==> config.mk <==
export PLATFORM = sky130hd
export DESIGN_NAME = svie_div
export DESIGN_NICKNAME = d
export VERILOG_FILES = /design/src/sv/svie_pkg.sv /design/src/sv/svie_div.sv
export SDC_FILE = /design/constraint.sdc
export NUM_CORES = 1
export LEC_CHECK = 0
export BUFFER_PORTS_ARGS = -buffer_cell sky130_fd_sc_hd__buf_4
export CORE_ASPECT_RATIO = 1.1
export CORE_MARGIN = 2
export CORE_UTILIZATION = 60
export CTS_BUF_LIST = sky130_fd_sc_hd__clkbuf_4 sky130_fd_sc_hd__clkbuf_8
export DETAILED_ROUTE_END_ITERATION = 8
export GPL_TIMING_DRIVEN = 0
export PLACE_DENSITY = 0.89
export SYNTH_ARGS = -nofsm -noshare
export SYNTH_HDL_FRONTEND = slang
export SYNTH_SLANG_ARGS = --single-unit
==> constraint.sdc <==
create_clock -name clock -period 4.3 [get_ports clock]
set_clock_uncertainty 0.2 [all_clocks]
set_input_delay 0.43 -clock clock [delete_from_list [all_inputs] [get_ports clock]]
set_output_delay 0.43 -clock clock [all_outputs]
set_load 0.01 [all_outputs]
==> src/sv/svie_pkg.sv <==
// Package with the constants, types and decode helpers of the stack machine executor.
`timescale 1ns / 1ps
package svie_pkg;

   localparam int MEM_WORDS   = 32768;
   localparam int MEM_AW      = $clog2(MEM_WORDS);
   localparam int STACK_DEPTH = 1024;
   localparam int STK_AW      = $clog2(STACK_DEPTH);
   localparam int SP_W        = STK_AW + 1;
   localparam int WORD_W      = 15;
   localparam int DIV_STEPS   = WORD_W;
   localparam int DIV_CW      = $clog2(DIV_STEPS);

   typedef enum logic [4:0] {
      OP_HALT = 5'd0,  OP_SET  = 5'd1,  OP_PUSH = 5'd2,  OP_POP  = 5'd3,
      OP_EQ   = 5'd4,  OP_GT   = 5'd5,  OP_JMP  = 5'd6,  OP_JT   = 5'd7,
      OP_JF   = 5'd8,  OP_ADD  = 5'd9,  OP_MULT = 5'd10, OP_MOD  = 5'd11,
      OP_AND  = 5'd12, OP_OR   = 5'd13, OP_NOT  = 5'd14, OP_RMEM = 5'd15,
      OP_WMEM = 5'd16, OP_CALL = 5'd17, OP_RET  = 5'd18, OP_OUT  = 5'd19,
      OP_IN   = 5'd20, OP_NOOP = 5'd21
   } opcode_type;

   localparam logic [15:0] OP_LAST = 16'd21;

   typedef enum logic [1:0] {
      STAT_RUN   = 2'd0,
      STAT_HALT  = 2'd1,
      STAT_WAIT  = 2'd2,
      STAT_FAULT = 2'd3
   } status_type;

   typedef enum logic [3:0] {
      ST_IDLE, ST_LOAD, ST_RD, ST_CAP, ST_EXEC,
      ST_POP_WB, ST_RET_WB, ST_RMEM_WB, ST_DIV, ST_DONE
   } state_type;

   // Number of operand words that follow each opcode.
   function automatic logic [1:0] operand_count(input opcode_type op);
      logic [1:0] n;
      n = 2'd0;
      unique case (op)
         OP_HALT, OP_RET, OP_NOOP:                       n = 2'd0;
         OP_PUSH, OP_POP, OP_JMP, OP_CALL, OP_OUT, OP_IN: n = 2'd1;
         OP_SET, OP_JT, OP_JF, OP_NOT, OP_RMEM, OP_WMEM:  n = 2'd2;
         default:                                        n = 2'd3;
      endcase
      return n;
   endfunction

endpackage

==> src/sv/svie_div.sv <==
// Restoring remainder unit: one quotient bit per cycle for the MOD instruction.
`timescale 1ns / 1ps
module svie_div
   import svie_pkg::*;
(
   input  logic              clock,
   input  logic              reset,
   input  logic              start,
   input  logic [WORD_W-1:0] dividend,
   input  logic [WORD_W-1:0] divisor,
   output logic              done,
   output logic [WORD_W-1:0] remainder
);

   logic              busy_ff, done_ff;
   logic [DIV_CW-1:0] cnt_ff;
   logic [WORD_W-1:0] rem_ff, dvd_ff, dsr_ff;
   logic [WORD_W:0]   trial;
   logic              last_step;

   assign trial     = {rem_ff, dvd_ff[WORD_W-1]};
   assign last_step = busy_ff && (cnt_ff == DIV_CW'(DIV_STEPS - 1));

   always_ff @(posedge clock) begin
      if (reset) begin
         busy_ff <= 1'b0;
         done_ff <= 1'b0;
         cnt_ff  <= '0;
      end else begin
         done_ff <= last_step;
         if (start) begin
            busy_ff <= 1'b1;
            cnt_ff  <= '0;
         end else if (busy_ff) begin
            cnt_ff <= cnt_ff + 1'b1;
            if (last_step) begin
               busy_ff <= 1'b0;
            end
         end
      end
   end

   always_ff @(posedge clock) begin
      if (start) begin
         rem_ff <= '0;
         dvd_ff <= dividend;
         dsr_ff <= divisor;
      end else if (busy_ff) begin
         dvd_ff <= {dvd_ff[WORD_W-2:0], 1'b0};
         if (trial >= {1'b0, dsr_ff}) begin
            rem_ff <= WORD_W'(trial - {1'b0, dsr_ff});
         end else begin
            rem_ff <= trial[WORD_W-1:0];
         end
      end
   end

   assign done      = done_ff;
   assign remainder = rem_ff;

endmodule

; After elaboration in Yosys (flattened, before gate mapping)
; Index checks and enable logic that the tools add are counted.
[word_totals]
ff_bits = 51
inputBits = 33
elab_cells = 19
[op_classes]
n_addsub = 2
order_cmp = 1
n_eq_ne = 1
muxes = 6
n_reduce_logical = 3
[op_table]
columns = operator, count
row1 = $mux 15, 3
row2 = $ge 16x15->1, 1
row3 = $sub 15x15->15, 1
row4 = $add 4x1->4 const B, 1
row5 = $eq 4x4->1 const B, 1
row6 = $mux 1, 3
row7 = $reduce_bool 2->1, 1
row8 = $reduce_or 2->1, 1
row9 = $logic_and 1x1->1, 1

; Depth between registers and ports, before layout
[depth]
depth_word = 5
ltp_mapped = 11
ltp_nobuf = 9

; Worst setup path before layout
; No wires, ideal clock.
[synth_path]
path_kind = register to register
from = register rem_ff[0] (netlist: remainder[0])
to = register rem_ff[12] (netlist: remainder[12])
arrival_time_ps = 2221
t_required_ps = 4012
path_slack_ps = 1791
path_stages_with_launch = 10
n_path_buf = 1
synth_period_minus_slack_ps = 2509
cell_sequence = dfxtp_1 > inv_1 > fa_1 > nor2b_1 > o31a_2 > o21ai_2 > and4_4 > buf_6 > or3b_1 > a311oi_2
[synth_between]
elab_chain_len = 2
elab_cells_between_ends = 3
[synth_lines]
columns = element, line
row1 = "start, declared", svie_div.sv:17  ; logic [WORD_W-1:0] rem_ff, dvd_ff, dsr_ff;
row2 = "start signal, assigned", svie_div.sv:51  ; rem_ff <= WORD_W'(trial - {1'b0, dsr_ff});
row3 = "start signal, assigned", svie_div.sv:53  ; rem_ff <= trial[WORD_W-1:0];
row4 = $sub 15x15->15 or $ge 16x15->1 (tied branches), "svie_div.sv:51, svie_div.sv:50"
row5 = $mux 15 *, svie_div.sv:50  ; if (trial >= {1'b0, dsr_ff}) begin
; Mark *: on every way between the ends. The rest lies on a longest branch, timed or not.
; A chain may end at the register's enable or synchronous reset.

; Worst setup path after layout
[layout_path]
from = register dvd_ff[14]
to = register rem_ff[4] (netlist: remainder[4])
[layout_between]
elab_chain_len = 2
elab_cells_between_ends = 3
[layout_lines]
columns = element, line
row1 = "start, declared", svie_div.sv:17
row2 = "start signal, assigned", svie_div.sv:46  ; dvd_ff <= dividend;
row3 = "start signal, assigned", svie_div.sv:49  ; dvd_ff <= {dvd_ff[WORD_W-2:0], 1'b0};
row4 = $sub 15x15->15 or $ge 16x15->1 (tied branches), "svie_div.sv:51, svie_div.sv:50"
row5 = $mux 15 *, svie_div.sv:50
; Marked as above.

==> metrics.yaml <==
outcome:
  status: "completed"
worst_setup_path:
  crit_type: "reg -> reg"
  crit_arrival_ns: 2.89
  slowest_stage: "clkbuf_1"
  r2r-end: "remainder[4]$_SDFFE_PP0P_"
  crit_fanout: 10
  cp_top_family: "adder cells"
  r2r_slack_ns: 1.42
  worstReg2RegStart: "dvd_ff[14]$_DFFE_PP_"
  start_kind: "flip-flop"
  cpPeakStageDelay_ns: 0.43
  cp-end-kind: "flip-flop"
  cp_cell_sequence: "inv_1 -> ha_1 -> fa_1 -> nor2b_1 -> o31a_2 -> o21ai_2 -> nand4_1 -> clkbuf_1 -> nand2_1 -> a311oi_1"
  worstRegToRegCells: 10
  cp.required_ns: 4.31
  critPathBufInv: 2
clocking:
  postCtsHoldBufs: 0
  cts_tree: "done"
  postCtsResizedCells: 0
  path_clk_slew_ns: 0.09
  cts_buffers: 5
  cts-root-buf: "clkbuf_8"
  clockBufferDepth: 2
  cts.sinks: 51
  cts_max_level: 2
  post_cts_buffers: 0
  clk_latency_ns: 0.31
synthesis:
  synthCells: 294
  synthArstFlopShare_pct: 0
  ys_seq_elements: 51
  ys_warn_count: 0
  yosys_most_used_dff: "edfxtp_1"
  yosysMostFrequentCell: "edfxtp_1"
  synth.top_cells.by_count: "edfxtp_1, nor2_1, inv_1"
  synth_edf_count: 30
  synth_area_leaders: "edfxtp_1, dfxtp_1, ha_1"
  netlist-cell-type-count: 53
  syn_nets: 345
  synthesis.area_um2: 2915
  netlist.area_leader.share_pct: 30.90
  synth.avg_cell_area_um2: 9.916
  synth_area_leader_cell: "edfxtp_1"
  seq_area_frac_synth_pct: 45.32
die:
  dieArea_um2: 5433
  pin_count: 49
  initial_core_util_pct: 62.67
  die_width_um: 70.46
  die_h_um: 77.11
  fp.coreArea_um2: 4652
  rows: 26
place:
  place_hpwl_mm: 4.930
  portBuffers: 48
  gp_congestion: 0.9327
  dp.cells: 398
  dp_slack_ns: 1.492
  dpl_cell_area_um2: 3346
sta:
  hold_violations: 0
  relSlewSlack_pct: 58.57
  setup_slack_ns: 1.424
  setup-violations-final: 0
  rsz0062_at_grt: "no"
  fin_crit_sh_pct: 66.89
  fin_crit_ns: 2.876
  setup_tns_ns: 0
  fmax_ghz: 0.3477
  slew_violations: 0
  worst_slew_pin_slew_ns: 0.6136
global_routing:
  grt_use_total_pct: 25.77
  grt_pass1_wl_mm: 10.97
  overflow: 0
  grt_pass1_vias: 2366
  grt_max_degree: 17
  antenna_found_initial: 0
layout:
  diodes: 0
  drive_gt1_share_pct: 24.36
  multi_input_area_um2: 1419
  layout.nets: 400
  fillers: 331
  fin_util_pct: 74.21
  finalNonFillerCells: 405
  area_growth_pct: 18.41
  register_area_um2: 1321
  final_area_um2: 3452
job:
  max-cap-violations: 0
route:
  first_pass_iters: 5
  via_per_inst: 6.096
  drt_iter0_drc: 316
  wirelength_mm: 6.705
  drc: 0
  wl_per_cell_um: 16.56
  vias: 2469
  ant_nets: 0
worst_hold_path:
  hold_path_end: "dsr_ff[2]$_DFFE_PP_"
  hold_path.class: "in -> reg"
  hold_depth: 1
  min_from: "divisor[2]"
power:
  pwr_density_cell_nw_per_um2: 373.2
  leakage_nw: 1.446
  vdd_drop_max_mv: 0.3075
[cell type report]
class,count,share of cell area [%]
Buffer,17,2.465
Clock buffer,5,1.993
Clock inverter,2,1.087
Inverter,24,2.610
Multi-Input combinational cell,202,41.10
Sequential cell,51,38.27
Tap cell,56,2.030
Timing Repair Buffer,48,10.44
[per-stage QoR]
stage,power (W),hold slack (ns)
after floorplan,0.0008455,0.2607
after global placement,0.0009452,0.2843
after detailed placement,0.0009571,0.2946
after CTS,0.001282,0.08707
after global routing,0.001341,0.08340
final,0.001288,0.09112
[worst max-delay path by stage]
stage                              startpoint                    endpoint  slack (ns)  cells after the start
floorplan           remainder[0]$_SDFFE_PP0P_  remainder[12]$_SDFFE_PP0P_        1.79                      9
global placement         dvd_ff[14]$_DFFE_PP_   remainder[3]$_SDFFE_PP0P_        1.59                     10
detailed placement       dvd_ff[14]$_DFFE_PP_   remainder[4]$_SDFFE_PP0P_        1.49                     10
CTS                      dvd_ff[14]$_DFFE_PP_   remainder[4]$_SDFFE_PP0P_        1.46                     10
global route             dvd_ff[14]$_DFFE_PP_   remainder[4]$_SDFFE_PP0P_        1.27                     10
finish                   dvd_ff[14]$_DFFE_PP_   remainder[4]$_SDFFE_PP0P_        1.42                     10
[layer usage]
layer	share of wire [%]	global-route usage, %	vias up
li1	-	-	1188
met4	2.1	9.038	0
met2	52	45.94	138
met3	6.9	4.468	16
met5	0	0	-
met1	39	30.95	1127
[state kept, by name, indices dropped and copies added, names as in the netlist]
name and flops:
remainder 15, done 1, dvd_ff 15, busy_ff 1
dsr_ff 15, cnt_ff 4
[kinds of logic after synthesis]
kind of cell             share of synthesized area (%)
AND/OR/NAND/NOR                                  15.45
AO/OA/AOI/OAI                                    16.01
flip-flops                                       45.32
buffers and inverters                            6.008
adder cells (fa/ha/maj)                          7.983
multiplexers                                     6.524
XOR/XNOR                                         2.704
[report_power, final]
part	switching, W	total (W)	internal [W]	leakage [nW]
sequential	0.0000268	0.000591	0.000564	0.471
clock	0.000161	0.000331	0.000170	0.0502
combinational	0.000203	0.000366	0.000162	0.925
total	0.000391	0.00129	0.000897	1.45
[layout by cell type, fill, tap and decap left out, types with 2 or more instances in the layout]
cell	n
mux2_2	16
and3_1	5
nand4_1	3
o21ai_1	2
nor3_1	10
a211oi_1	2
edfxtp_1	30
clkbuf_1	9
a21oi_1	17
o2111ai_1	2
a311o_1	3
nand2b_1	5
nand2_1	23
buf_4	50
inv_1	24
a41oi_1	3
nor2b_1	2
ha_1	17
clkbuf_8	5
nor2_1	25
nand3_1	6
o21ai_0	11
o22ai_1	2
buf_2	4
xnor2_1	5
a31oi_1	2
a311oi_1	7
nor4_1	4
dfxtp_1	21
xor2_1	4
o21a_1	5
No activity file was read; power rests on OpenSTA's default activity.
